<file path="src/rtl/fcar_pkg.sv">
// shared constants, types and character helpers for the command link block
package fcar_pkg;

  // receive store and sample sizing
  localparam int RX_DEPTH    = 32;
  localparam int RX_AW       = $clog2(RX_DEPTH);
  localparam int SAMPLE_BITS = 12;
  localparam int S_DATA_BITS = ((8 + SAMPLE_BITS + 7) / 8) * 8;

  // latched sample holds at most four decimal digits
  localparam int HELD_BITS = 14;
  localparam int CMP_BITS  = (SAMPLE_BITS > HELD_BITS) ? SAMPLE_BITS : HELD_BITS;
  localparam logic [CMP_BITS-1:0] SAT_MAX = CMP_BITS'(9999);
  localparam int DIGITS    = 4;
  localparam int BCD_BITS  = 4 * DIGITS;
  localparam int DD_STEPS  = HELD_BITS / 2;
  localparam int DD_CW     = $clog2(DD_STEPS + 1);

  // message layout
  localparam int PREFIX_LEN = 7;
  localparam int IDX_BITS   = 4;

  // timeout register
  localparam int TMR_BITS = 16;
  localparam logic [TMR_BITS-1:0] TIMEOUT_RESET = 16'd3000;
  localparam int ADDR_BITS = 3;
  localparam logic [ADDR_BITS-1:0] ADDR_TIMEOUT = 3'd0;

  // characters
  localparam logic [7:0] CH_START = 8'h21;
  localparam logic [7:0] CH_END   = 8'h23;
  localparam logic [7:0] CH_R     = 8'h52;
  localparam logic [7:0] CH_S     = 8'h53;
  localparam logic [7:0] CH_T     = 8'h54;
  localparam logic [7:0] CH_O     = 8'h4F;
  localparam logic [7:0] CH_K     = 8'h4B;
  localparam logic [7:0] CH_ZERO  = 8'h30;

  // operation codes
  localparam logic OP_BYTE = 1'b0;
  localparam logic OP_TICK = 1'b1;

  // commands from the controller to the datapath
  typedef struct packed {
    logic step;
    logic load;
  } fcar_cmd_t;

  // status from the datapath to the controller
  typedef struct packed {
    logic report_go;
    logic byte_ready;
    logic byte_last;
  } fcar_stat_t;

  // fixed text CR LF "!ADC="
  function automatic logic [7:0] prefix_char(input logic [2:0] i);
    logic [7:0] c;
    case (i)
      3'd0:    c = 8'h0D;
      3'd1:    c = 8'h0A;
      3'd2:    c = CH_START;
      3'd3:    c = 8'h41;
      3'd4:    c = 8'h44;
      3'd5:    c = 8'h43;
      3'd6:    c = 8'h3D;
      default: c = 8'h00;
    endcase
    return c;
  endfunction

endpackage

</file>
<file path="src/rtl/framed_command_adc_report.sv">
// top level: command link with ADC report, register port and stream channels
//
//  channel   dir  handshake           payload
//  s_*       in   s_tvalid/s_tready   tdata: rx_byte, adc_sample; tuser: operation
//  m_*       out  m_tvalid/m_tready   tdata: tx_byte; tlast: last
//  apb       in   psel/penable        ack_timeout_ticks: read at 0, written at 0 to 3
//
// an item that starts no report leaves the input ready for the next item;
// a report holds the input until its last byte enters the output register,
// which paces the text while the decimal converter runs beside the prefix.
// rst is synchronous and clears the store, link state and timeout to 3000.
// output stalls hold the message; a finished last byte may wait while the
// next item is taken.
module framed_command_adc_report (
  input  logic                                  clk,
  input  logic                                  rst,
  input  logic                                  s_tvalid,
  output logic                                  s_tready,
  input  logic [fcar_pkg::S_DATA_BITS-1:0]      s_tdata,  // rx_byte, adc_sample
  input  logic                                  s_tuser,  // operation
  output logic                                  m_tvalid,
  input  logic                                  m_tready,
  output logic [7:0]                            m_tdata,  // tx_byte
  output logic                                  m_tlast,
  input  logic                                  psel,
  input  logic                                  penable,
  input  logic                                  pwrite,
  input  logic [fcar_pkg::ADDR_BITS-1:0]        paddr,
  input  logic [31:0]                           pwdata,
  output logic [31:0]                           prdata,
  output logic                                  pready
);
  import fcar_pkg::*;

  logic [TMR_BITS-1:0] ack_timeout_ticks;
  fcar_cmd_t           cmd;
  fcar_stat_t          stat;

  // register port
  assign pready = 1'b1;
  assign prdata = (paddr == ADDR_TIMEOUT) ? {16'd0, ack_timeout_ticks} : 32'd0;

  always_ff @(posedge clk) begin
    if (rst) begin
      ack_timeout_ticks <= TIMEOUT_RESET;
    end else if (psel && penable && pwrite && pready && paddr[2] == ADDR_TIMEOUT[2]) begin
      ack_timeout_ticks <= pwdata[TMR_BITS-1:0];
    end
  end

  // controller
  fcar_ctrl u_ctrl (
    .clk      (clk),
    .rst      (rst),
    .s_tvalid (s_tvalid),
    .s_tready (s_tready),
    .m_tvalid (m_tvalid),
    .m_tready (m_tready),
    .stat     (stat),
    .cmd      (cmd)
  );

  // datapath
  fcar_dp u_dp (
    .clk               (clk),
    .rst               (rst),
    .s_tdata           (s_tdata),
    .s_tuser           (s_tuser),
    .ack_timeout_ticks (ack_timeout_ticks),
    .cmd               (cmd),
    .stat              (stat),
    .m_tdata           (m_tdata),
    .m_tlast           (m_tlast)
  );

endmodule

</file>
<file path="src/rtl/fcar_ctrl.sv">
// controller: accepts items and paces message bytes into the output register
module fcar_ctrl (
  input  logic               clk,
  input  logic               rst,
  input  logic               s_tvalid,
  output logic               s_tready,
  output logic               m_tvalid,
  input  logic               m_tready,
  input  fcar_pkg::fcar_stat_t stat,
  output fcar_pkg::fcar_cmd_t  cmd
);
  import fcar_pkg::*;

  typedef enum logic {ST_IDLE, ST_SEND} state_t;
  state_t state;

  // input is taken only while no message is being sent
  assign s_tready = (state == ST_IDLE);

  // command decode
  always_comb begin
    cmd.step = s_tvalid && s_tready;
    cmd.load = (state == ST_SEND) && stat.byte_ready && (!m_tvalid || m_tready);
  end

  // state and output valid
  always_ff @(posedge clk) begin
    if (rst) begin
      state    <= ST_IDLE;
      m_tvalid <= 1'b0;
    end else begin
      if (cmd.load) begin
        m_tvalid <= 1'b1;
      end else if (m_tready) begin
        m_tvalid <= 1'b0;
      end
      case (state)
        ST_IDLE: begin
          if (cmd.step && stat.report_go) begin
            state <= ST_SEND;
          end
        end
        ST_SEND: begin
          if (cmd.load && stat.byte_last) begin
            state <= ST_IDLE;
          end
        end
        default: state <= ST_IDLE;
      endcase
    end
  end

endmodule

</file>
<file path="src/rtl/fcar_dp.sv">
// datapath: receive store, frame parser, ack timer, decimal converter, byte mux
module fcar_dp (
  input  logic                                 clk,
  input  logic                                 rst,
  input  logic [fcar_pkg::S_DATA_BITS-1:0]     s_tdata,
  input  logic                                 s_tuser,
  input  logic [fcar_pkg::TMR_BITS-1:0]        ack_timeout_ticks,
  input  fcar_pkg::fcar_cmd_t                  cmd,
  output fcar_pkg::fcar_stat_t                 stat,
  output logic [7:0]                           m_tdata,
  output logic                                 m_tlast
);
  import fcar_pkg::*;

  logic [7:0]             rx_store [RX_DEPTH];
  logic [RX_AW-1:0]       rx_position;
  logic                   parser_in_frame;
  logic                   link_waiting_ack;
  logic                   cmd_pending;
  logic                   cmd_is_ok;
  logic [HELD_BITS-1:0]   held_sample;
  logic [TMR_BITS-1:0]    ack_timer;
  logic [HELD_BITS-1:0]   dd_bin;
  logic [BCD_BITS-1:0]    dd_bcd;
  logic [DD_CW-1:0]       dd_cnt;
  logic [IDX_BITS-1:0]    msg_idx;

  logic [7:0]             rx_byte;
  logic [SAMPLE_BITS-1:0] adc_sample;
  logic                   is_byte;
  logic [RX_AW-1:0]       pos_inc;
  logic [7:0]             st0, st1, st2, st3;
  logic                   rst_match, ok_match;
  logic [RX_AW-1:0]       rx_position_next;
  logic                   parser_in_frame_next;
  logic                   cmd_pending_next;
  logic                   cmd_is_ok_next;
  logic                   link_waiting_ack_next;
  logic [HELD_BITS-1:0]   held_sample_next;
  logic [TMR_BITS-1:0]    ack_timer_next;
  logic                   expired;
  logic                   emit;
  logic [CMP_BITS-1:0]    sample_wide;
  logic [BCD_BITS-1:0]    dd_bcd_next;
  logic [HELD_BITS-1:0]   dd_bin_next;
  logic [2:0]             ndig;
  logic [IDX_BITS-1:0]    dig_pos;
  logic [1:0]             dig_sel;
  logic [3:0]             dig_val;
  logic [7:0]             msg_char;
  logic                   msg_last;

  assign rx_byte    = s_tdata[7:0];
  assign adc_sample = s_tdata[8 +: SAMPLE_BITS];
  assign is_byte    = (s_tuser == OP_BYTE);
  assign pos_inc    = (rx_position == RX_AW'(RX_DEPTH - 1)) ? '0 : rx_position + 1'b1;

  // store contents as seen after this byte is written
  always_comb begin
    st0 = (is_byte && rx_position == RX_AW'(0)) ? rx_byte : rx_store[0];
    st1 = (is_byte && rx_position == RX_AW'(1)) ? rx_byte : rx_store[1];
    st2 = (is_byte && rx_position == RX_AW'(2)) ? rx_byte : rx_store[2];
    st3 = (is_byte && rx_position == RX_AW'(3)) ? rx_byte : rx_store[3];
    rst_match = (st0 == CH_R) && (st1 == CH_S) && (st2 == CH_T) && (st3 == CH_END);
    ok_match  = (st0 == CH_O) && (st1 == CH_K) && (st2 == CH_END);
  end

  // parser, timer and link decisions for one transaction
  always_comb begin
    rx_position_next      = rx_position;
    parser_in_frame_next  = parser_in_frame;
    cmd_pending_next      = cmd_pending;
    cmd_is_ok_next        = cmd_is_ok;
    link_waiting_ack_next = link_waiting_ack;
    held_sample_next      = held_sample;
    ack_timer_next        = ack_timer;
    expired               = 1'b0;
    emit                  = 1'b0;
    sample_wide           = CMP_BITS'(adc_sample);

    if (is_byte) begin
      rx_position_next = pos_inc;
      if (!parser_in_frame) begin
        if (rx_byte == CH_START) begin
          rx_position_next     = '0;
          parser_in_frame_next = 1'b1;
        end
      end else if (rx_byte == CH_END) begin
        if (rst_match) begin
          cmd_is_ok_next   = 1'b0;
          cmd_pending_next = 1'b1;
        end
        if (ok_match) begin
          cmd_is_ok_next   = 1'b1;
          cmd_pending_next = 1'b1;
        end
        parser_in_frame_next = 1'b0;
      end
    end else if (link_waiting_ack) begin
      if (ack_timer <= TMR_BITS'(1)) begin
        ack_timer_next = '0;
        expired        = 1'b1;
      end else begin
        ack_timer_next = ack_timer - 1'b1;
      end
    end

    if (!link_waiting_ack) begin
      if (cmd_pending_next && !cmd_is_ok_next) begin
        held_sample_next      = (sample_wide > SAT_MAX) ? HELD_BITS'(SAT_MAX)
                                                        : HELD_BITS'(sample_wide);
        cmd_pending_next      = 1'b0;
        link_waiting_ack_next = 1'b1;
        emit                  = 1'b1;
      end
    end else begin
      if (cmd_pending_next && cmd_is_ok_next) begin
        cmd_pending_next      = 1'b0;
        link_waiting_ack_next = 1'b0;
      end
      if (expired) begin
        link_waiting_ack_next = 1'b1;
        emit                  = 1'b1;
      end
    end
    if (emit) begin
      ack_timer_next = ack_timeout_ticks;
    end
  end

  // receive store write
  always_ff @(posedge clk) begin
    if (rst) begin
      for (int i = 0; i < RX_DEPTH; i++) begin
        rx_store[i] <= '0;
      end
    end else if (cmd.step && is_byte) begin
      rx_store[rx_position] <= rx_byte;
    end
  end

  // link and parser state
  always_ff @(posedge clk) begin
    if (rst) begin
      rx_position      <= '0;
      parser_in_frame  <= 1'b0;
      link_waiting_ack <= 1'b0;
      cmd_pending      <= 1'b0;
      cmd_is_ok        <= 1'b0;
      held_sample      <= '0;
      ack_timer        <= '0;
    end else if (cmd.step) begin
      rx_position      <= rx_position_next;
      parser_in_frame  <= parser_in_frame_next;
      link_waiting_ack <= link_waiting_ack_next;
      cmd_pending      <= cmd_pending_next;
      cmd_is_ok        <= cmd_is_ok_next;
      held_sample      <= held_sample_next;
      ack_timer        <= ack_timer_next;
    end
  end

  // double dabble, two bits per cycle
  always_comb begin
    dd_bcd_next = dd_bcd;
    dd_bin_next = dd_bin;
    for (int k = 0; k < 2; k++) begin
      for (int d = 0; d < DIGITS; d++) begin
        if (dd_bcd_next[4*d +: 4] >= 4'd5) begin
          dd_bcd_next[4*d +: 4] = dd_bcd_next[4*d +: 4] + 4'd3;
        end
      end
      dd_bcd_next = {dd_bcd_next[BCD_BITS-2:0], dd_bin_next[HELD_BITS-1]};
      dd_bin_next = {dd_bin_next[HELD_BITS-2:0], 1'b0};
    end
  end

  // converter control
  always_ff @(posedge clk) begin
    if (rst) begin
      dd_cnt <= '0;
      dd_bcd <= '0;
      dd_bin <= '0;
    end else if (cmd.step && emit) begin
      dd_cnt <= DD_CW'(DD_STEPS);
      dd_bcd <= '0;
      dd_bin <= held_sample_next;
    end else if (dd_cnt != '0) begin
      dd_cnt <= dd_cnt - 1'b1;
      dd_bcd <= dd_bcd_next;
      dd_bin <= dd_bin_next;
    end
  end

  // digit count without leading zeros
  always_comb begin
    if (dd_bcd[15:12] != 4'd0) begin
      ndig = 3'd4;
    end else if (dd_bcd[11:8] != 4'd0) begin
      ndig = 3'd3;
    end else if (dd_bcd[7:4] != 4'd0) begin
      ndig = 3'd2;
    end else begin
      ndig = 3'd1;
    end
  end

  // message byte select
  always_comb begin
    dig_pos  = msg_idx - IDX_BITS'(PREFIX_LEN);
    dig_sel  = 2'(ndig - 3'd1 - 3'(dig_pos));
    dig_val  = dd_bcd[4*dig_sel +: 4];
    msg_last = 1'b0;
    if (msg_idx < IDX_BITS'(PREFIX_LEN)) begin
      msg_char = prefix_char(msg_idx[2:0]);
    end else if (msg_idx < IDX_BITS'(PREFIX_LEN) + IDX_BITS'(ndig)) begin
      msg_char = CH_ZERO + 8'(dig_val);
    end else begin
      msg_char = CH_END;
      msg_last = 1'b1;
    end
  end

  // status to the controller
  always_comb begin
    stat.report_go  = emit;
    stat.byte_ready = (msg_idx < IDX_BITS'(PREFIX_LEN)) || (dd_cnt == '0);
    stat.byte_last  = msg_last;
  end

  // byte counter and output register
  always_ff @(posedge clk) begin
    if (rst) begin
      msg_idx <= '0;
    end else if (cmd.step && emit) begin
      msg_idx <= '0;
    end else if (cmd.load) begin
      msg_idx <= msg_idx + 1'b1;
    end
  end

  always_ff @(posedge clk) begin
    if (cmd.load) begin
      m_tdata <= msg_char;
      m_tlast <= msg_last;
    end
  end

endmodule
</file>
<file path="config.mk">
export PLATFORM = sky130hd
export DESIGN_NAME = framed_command_adc_report
export DESIGN_NICKNAME = d
export VERILOG_FILES = /design/src/rtl/fcar_pkg.sv /design/src/rtl/framed_command_adc_report.sv /design/src/rtl/fcar_ctrl.sv /design/src/rtl/fcar_dp.sv
export SDC_FILE = /design/constraint.sdc
export NUM_CORES = 1
export LEC_CHECK = 0
export BUFFER_PORTS_ARGS = -buffer_cell sky130_fd_sc_hd__buf_2
export CORE_MARGIN = 2
export CORE_UTILIZATION = 35
export DETAILED_ROUTE_END_ITERATION = 8
export GPL_TIMING_DRIVEN = 1
export PLACE_DENSITY = 0.53
export RECOVER_POWER = 50
export SETUP_SLACK_MARGIN = 0.05
export SLEW_MARGIN = 40
export SYNTH_ARGS = -nofsm -noshare
export SYNTH_HDL_FRONTEND = slang
export SYNTH_HIERARCHICAL = 1
export SYNTH_SLANG_ARGS = --single-unit
</file>
<file path="constraint.sdc">
create_clock -name clk -period 3.4 [get_ports clk]
set_clock_uncertainty 0.15 [all_clocks]
set_input_delay 0.17 -clock clk [delete_from_list [all_inputs] [get_ports clk]]
set_output_delay 0.17 -clock clk [all_outputs]
set_load 0.1 [all_outputs]
</file>
### Yosys cells after proc, flatten, opt, wreduce, memory -nomap -nowiden

Memories as Yosys holds them, arrays and structs flattened.
Index checks and enable logic that the tools add are counted.

| operators by class | value |
|---|---|
| bitwise operators | 3 |
| order comparisons | 12 |
| multiply operators | 0 |
| divide/modulo/power cells | 0 |
| $add $sub $neg | 17 |
| reductions and logical operators | 40 |
| mux-type cells | 73 |
| equal/unequal tests | 19 |
| shift-type cells | 1 |

Operator list:

| operator | count |
|---|---|
| 2-to-1 mux 16 bit | 5 |
| 2-to-1 mux 14 bit | 5 |
| 2-to-1 mux 8 bit | 7 |
| one-hot mux 7 bit (7 select lines) | 1 |
| == test 8 x 7 -> 1 bit, second input constant | 5 |
| 2-to-1 mux 1 bit | 37 |
| == test 8 x 6 -> 1 bit, second input constant | 4 |
| greater-or-equal comparator 4 x 3 -> 1 bit, second input constant | 8 |
| adder 4 x 2 -> 4 bit, second input constant | 6 |
| 2-to-1 mux 4 bit | 6 |
| logical AND 1 bit | 20 |
| 2-to-1 mux 5 bit | 4 |
| 2-to-1 mux 3 bit | 6 |
| <= comparator 16 x 1 -> 1 bit, second input constant | 1 |
| variable part select 16 x 5 -> 4 bit | 1 |
| subtractor 16 x 1 -> 16 bit, second input constant | 1 |
| greater-than comparator 12 x 14 -> 1 bit, second input constant | 1 |
| nonzero test 4 bit | 3 |
| == test 5 x 2 -> 1 bit, second input constant | 2 |
| == test 3 bit, second input constant | 3 |
| logical NOT 3 bit | 3 |
| nonzero test 2 bit | 4 |
| OR reduction 8 bit | 1 |
| adder 6 x 4 -> 7 bit, first input constant | 1 |
| 24 further kinds | 30 |

| storage, ports and cells | value |
|---|---|
| ROM bits | 0 |
| latch bits | 0 |
| bits of input ports | 67 |
| RAM bits | 256 |
| word-level logic and storage cells | 182 |
| output and inout bits | 44 |
| register bits after elaboration | 103 |
| memories kept | 1 |

Memory list:

| name | depth | width | read ports | clocked after memory_dff | write ports | line | text |
|---|---|---|---|---|---|---|---|
| u_dp.rx_store | 32 | 8 | 4 | 0 | 32 | fcar_dp.sv:15 | `logic [7:0] rx_store [RX_DEPTH];` |

### Depth between registers and ports, before layout

| logic depth | value |
|---|---|
| depth after elaboration | 19 |
| gate-level depth with buffers | 13 |
| gate-level depth less buffers | 12 |

### Hierarchy

The synthesis kept the hierarchy.

Modules (own cells, without submodules):

| module | area an instance (um^2) | sequential area each (um^2) | times used | cells an instance |
|---|---|---|---|---|
| fcar_dp | 6,865.3 | 2,722.6 | 1 | 730 |
| framed_command_adc_report | 947.2 | 320.3 | 1 | 107 |
| fcar_ctrl | 100.1 | 40.0 | 1 | 11 |

### Worst setup path before layout

Ideal clock, no wire load.

| path | value |
|---|---|
| kind | register to register |
| start | reg u_dp.rx_position[3] |
| end | reg u_ctrl.state |
| data arrival time | 2.888 ns |
| cell stages (with the launch flop) | 11 |
| path buffers | 2 |
| setup time | 0.088 ns |
| slack | 0.274 ns |
| clock period less this slack | 3.126 ns |
| data required time | 3.162 ns |
| cell sequence | dfxtp_1 -> or4_4 -> or4_1 -> a22o_1 -> a2111oi_4 -> a21boi_2 -> o21ai_4 -> buf_2 -> buf_4 -> a21oi_1 -> a311oi_2 |

| on the way | value |
|---|---|
| word-level cells in the longest chain between the ends | 19 |
| elaborated cells between the ends (all ways) | 41 |
| those cells by class | eq/ne (10); mux (18); reduce/logical (13) |

RTL lines:

| element | line | text |
|---|---|---|
| start: declaration | fcar_dp.sv:16 | `logic [RX_AW-1:0] rx_position;` |
| start signal: assignment | fcar_dp.sv:153 | `rx_position <= rx_position_next;` |
| == test 5 x 1 -> 1 bit or logical NOT 5 bit (tied branches) | fcar_dp.sv:61, fcar_dp.sv:60 |  |
| logical AND 1 bit (on tied branches) | fcar_dp.sv:61, fcar_dp.sv:60 |  |
| 2-to-1 mux 8 bit (on tied branches) | fcar_dp.sv:61, fcar_dp.sv:60 |  |
| == test 8 x 7 -> 1 bit | fcar_dp.sv:64 | `rst_match = (st0 == CH_R) && (st1 == CH_S) && (st2 == CH_T) && (st3 == CH_END);` |
| logical AND 1 bit (3 in a row) | fcar_dp.sv:64 |  |
| 2-to-1 mux 1 bit | fcar_dp.sv:89 | `if (rst_match) begin` |
| 2-to-1 mux 1 bit | fcar_dp.sv:93 | `if (ok_match) begin` |
| 2-to-1 mux 1 bit | fcar_dp.sv:88 | `end else if (rx_byte == CH_END) begin` |
| [... 2 more ...] | -- |  |
| logical NOT 1 bit | fcar_dp.sv:109 | `if (cmd_pending_next && !cmd_is_ok_next) begin` |
| logical AND 1 bit (*) | fcar_dp.sv:109 |  |
| 2-to-1 mux 1 bit (*) | fcar_dp.sv:109 |  |
| 2-to-1 mux 1 bit (*) | fcar_dp.sv:108 | `if (!link_waiting_ack) begin` |
| named net u_dp.emit | fcar_dp.sv:42 | `logic emit;` |
| logical AND 1 bit (*) | fcar_ctrl.sv:39 | `if (cmd.step && stat.report_go) begin` |
| 2-to-1 mux 1 bit (*) | fcar_ctrl.sv:39 |  |
| one-hot mux 1 bit (2 select lines) (*) | fcar_ctrl.sv:37 | `case (state)` |
| end signal: assignment | fcar_ctrl.sv:40 | `state <= ST_SEND;` |
| end signal: assignment | fcar_ctrl.sv:45 | `state <= ST_IDLE;` |
| end signal: assignment | fcar_ctrl.sv:48 | `default: state <= ST_IDLE;` |
| end: declaration | fcar_ctrl.sv:15 | `state_t state;` |

The timed path passes the listed nets; every way through them passes the cells marked *.
A chain may end at the register's enable or synchronous reset.

### Worst setup path in the final report

| path | value |
|---|---|
| start | reg u_dp.rx_position[4] |
| end | reg u_dp.ack_timer[10] |

| on the way | value |
|---|---|
| word-level cells in the longest chain between the ends | 18 |
| elaborated cells between the ends (all ways) | 42 |
| those cells by class | eq/ne (10); mux (17); reduce/logical (15) |

RTL lines:

| element | line | text |
|---|---|---|
| == test 5 x 1 -> 1 bit or logical NOT 5 bit (tied branches) | fcar_dp.sv:61, fcar_dp.sv:60 |  |
| logical AND 1 bit (on tied branches) | fcar_dp.sv:61, fcar_dp.sv:60 |  |
| 2-to-1 mux 8 bit (on tied branches) | fcar_dp.sv:61, fcar_dp.sv:60 |  |
| == test 8 x 7 -> 1 bit | fcar_dp.sv:64 |  |
| logical AND 1 bit (3 in a row) | fcar_dp.sv:64 |  |
| 2-to-1 mux 1 bit | fcar_dp.sv:89 |  |
| 2-to-1 mux 1 bit | fcar_dp.sv:93 |  |
| 2-to-1 mux 1 bit | fcar_dp.sv:88 |  |
| 2-to-1 mux 1 bit | fcar_dp.sv:83 | `if (!parser_in_frame) begin` |
| 2-to-1 mux 1 bit | fcar_dp.sv:81 | `if (is_byte) begin` |
| logical NOT 1 bit | fcar_dp.sv:109 |  |
| logical AND 1 bit (*) | fcar_dp.sv:109 |  |
| 2-to-1 mux 1 bit (*) | fcar_dp.sv:109 |  |
| 2-to-1 mux 1 bit (*) | fcar_dp.sv:108 |  |
| nonzero test 2 bit (no source line) | -- |  |
| AND reduction 3 bit (no source line) | -- |  |
| end signal: assignment | fcar_dp.sv:159 | `ack_timer <= ack_timer_next;` |
| end: declaration | fcar_dp.sv:22 | `logic [TMR_BITS-1:0] ack_timer;` |

Mark *: on every way between the ends. The rest lies on a longest branch, timed or not.

==> run metrics <==
Power Density=558 nW/um^2; Power Internal=0.00357 W; RePlAce Congestion=0.770; post-synthesis mux area share=0.101; sequential share of the synthesized area=0.390; Max Cap Violations=0; dpl hpwl=12600 microns; #FFs+latches synth=134; chip width=154 microns; startpoint types=register; pin count of the biggest net entering global routing=57; Comb pwr share=0.310; XOR/XNOR Fraction of Synth Area=0.0232; number of I/O port buffers=72; Placed Instances=1195; P_sw=0.00175 W; Hold WC Path Type=input pin to register; cell accounting for the most synthesized area=dfxtp_1; Adder-Cell Fraction of Synth Area=0.0553; GRT overflow=0; initial core utilization=0.353; DRT iter0 DRCs=283; Ports=111; largest family of logic cells by synthesized area=simple AND/OR/NAND/NOR gates; Sw Share=0.329; Cell Area, Synth=7910 sq um; Pre-Repair DR Iteration Count=5; htree depth=4; DRT antenna net count=0; global-route wire length before repair=30700 microns; fin cells=1258; synth warn=6; Core ar.=22400 sq um; Synth Instances=848; final hold vios=0; total CTS buffers=17; Post-synth ARST share=0; simple-gate portion of the synthesized area=0.204; initial antenna violation count=1; setup TNS=0 ns; top cell type's share of synthesized area=0.238; root buf cell=clkbuf_16; Tcrit/Tclk final=0.953; final setup vio count=0; vias in the first global route=6136; Synth Area in Compound Gates=0.160; Worst Tran Pin Value=1.18 ns; largest cells by area after synthesis=dfxtp_1 24%, edfxtp_1 15%, mux2i_1 6.7%; filler instances=2222; crit end category=register; status=completed; DRC=0; Most used DFF post-synth=dfxtp_1; gr usage total=0.157; Fmax=309 MHz; Clock Latency Late Sink=0.41 ns; P_leak=3.74 nW; die area=23800 sq um; layout cells sized above 1=0.157; Arr. time, crit path=3.40 ns; number of flops mapped to enable cells by yosys=40; Synth Area per Inst=9.33 sq um; crit path max fanout=13; Max IR drop VDD=0.412 mV; die height=154 microns; routed vias=6394; Worst-path clk slew=0.06 ns; Clock Power Share=0.342; WL per Instance=14.5 microns; synth unique cells=81; CTS tree=built; routed wire length=18300 microns; Area growth, synth to finish=20.5%; unrepaired setup endpoints after global routing=false; crit path kind=register to register; Vias/cell=5.08; Final nets=1063; clk sinks=134; Cell Rows=55; Clock Path Buffers=2; diode count=0; Slew HR=0.216; Tmin final=3.24 ns; WP data required=3.56 ns; Slew Limit Fails=0; Sequential Power Share=0.349
## state kept, by name, summed over array words and instances (netlist names)
signal,cells
u_dp/dd_bcd,16
u_ctrl/state,1
u_dp/held_sample,14
u_ctrl/m_tvalid,1
ack_timeout_ticks,16
u_dp/dd_bin,14
u_dp/link_waiting_ack,1
u_dp/parser_in_frame,1
u_dp/cmd_is_ok,1
u_dp/rx_position,5
u_dp/m_tdata,7
u_dp/msg_idx,4
u_dp/ack_timer,16
u_dp/m_tlast,1
u_dp/rx_store,32
u_dp/dd_cnt,3
u_dp/cmd_pending,1
## stage by stage
step | hold WS, ns | setup slack, ns | cell area (sq um) | util | power [W]
final | 0.0379 | 0.160 | 9540 | 0.425 | 0.00532
after global routing | 0.0510 | 0.0478 | 9540 | 0.425 | 0.00566
after CTS | 0.0124 | 0.106 | 9580 | 0.427 | 0.00539
after detailed placement | 0.280 | 0.108 | 8680 | 0.387 | 0.00351
after global placement | 0.274 | 0.128 | 8670 | 0.387 | 0.00347
after floorplan | 0.0879 | 0.274 | 7970 | - | 0.00318
## power groups by stage
| stage | Sequential [W] | Combinational (W) | Clock [W] |
|---|---|---|---|
| after floorplan | 0.00185 | 0.00133 | 0 |
| after detailed placement | 0.00189 | 0.00162 | 0 |
| after global placement | 0.00189 | 0.00159 | 0 |
| after CTS | 0.00185 | 0.00166 | 0.00187 |
| after global routing | 0.00187 | 0.00184 | 0.00194 |
| final | 0.00185 | 0.00165 | 0.00182 |
## layer usage
metal | track usage | routed length (microns)
met1 | 0.213 | 9030
met2 | 0.255 | 8250
met3 | 0.0375 | 793
met4 | 0.0384 | 194
met5 | 0 | 13
## kinds of logic (layout without fill, tap and decap cells)
group                    Yosys count  after routing
AO/OA/AOI/OAI                    185            185
XOR/XNOR                          21             21
adder cells (fa/ha/maj)           35             35
buffers and inverters            105            215
flip-flops                       134            134
multiplexers                      73             73
other                              3             18
AND/OR/NAND/NOR                  292            292
## timing repair
item	4_1_cts	5_1_grt
setup buffers	0	1
setup endpoints to repair	0	47
endpoints found under the hold margin	43	0
resized for setup	0	5
hold buffers	31	0
## placed cells by master (no fill, tap or decap), drive strengths merged, types with 5 or more instances in the layout
master	count
a2111oi	16
a21oi	59
a22oi	9
a32o	7
and2	28
and3	28
buf	80
clkbuf	56
conb	18
dfxtp	94
dlygate4sd3	31
edfxtp	40
ha	35
inv	44
mux2	16
mux2i	53
nand2	37
nand2b	30
nand3	14
nand3b	5
nand4	5
nor2	74
nor2b	5
nor3	26
nor3b	9
o21ai	45
o31ai	6
xnor2	14
xor2	7
## Yosys cell counts (all sizes together), types with 26 or more instances
master and count:
clkbuf 33, nor3 26, nor2 74, o21ai 45
nand2b 30, buf 32, edfxtp 40, nand2 37
mux2i 53, inv 40, a21oi 59, and3 28
and2 28, dfxtp 94, ha 35
## final cells by class
cell class | count | area [sq um] | area share
multi-input combinational | 624 | 4370 | 0.458
sequential | 134 | 3080 | 0.323
timing repair buffer | 144 | 980 | 0.103
clock buffer | 23 | 542 | 0.0568
tap | 285 | 357 | 0.0374
inverter | 40 | 150 | 0.0157
clock inverter | 8 | 53.8 | 0.00564
## path summary, 6_finish.rpt
kind	end	slack [ns]	cells past startpoint	from
max	u_dp/ack_timer[10]$_SDFFE_PP0P_	0.16	10	u_dp/rx_position[4]$_SDFFE_PP0P_
min	u_dp/rx_store[3][7]$_SDFFCE_PN0P_	0.04	2	s_tdata[7]
max reg2reg	u_dp/ack_timer[10]$_SDFFE_PP0P_	0.16	10	u_dp/rx_position[4]$_SDFFE_PP0P_
min reg2reg	u_dp/dd_bin[12]$_SDFFE_PP0P_	0.33	2	u_dp/held_sample[12]$_SDFFE_PP0P_
## critical path, stage by stage (launching register included)
cell,delay (ns)
dfxtp_1,0.37
or4_4,0.60
or4_1,0.41
a22o_1,0.25
a2111oi_4,0.18
buf_4,0.21
nand3_1,0.14
a21oi_2,0.16
buf_4,0.19
a21bo_2,0.23
a32o_1,0.24
Power figures use the tool's default switching activity.
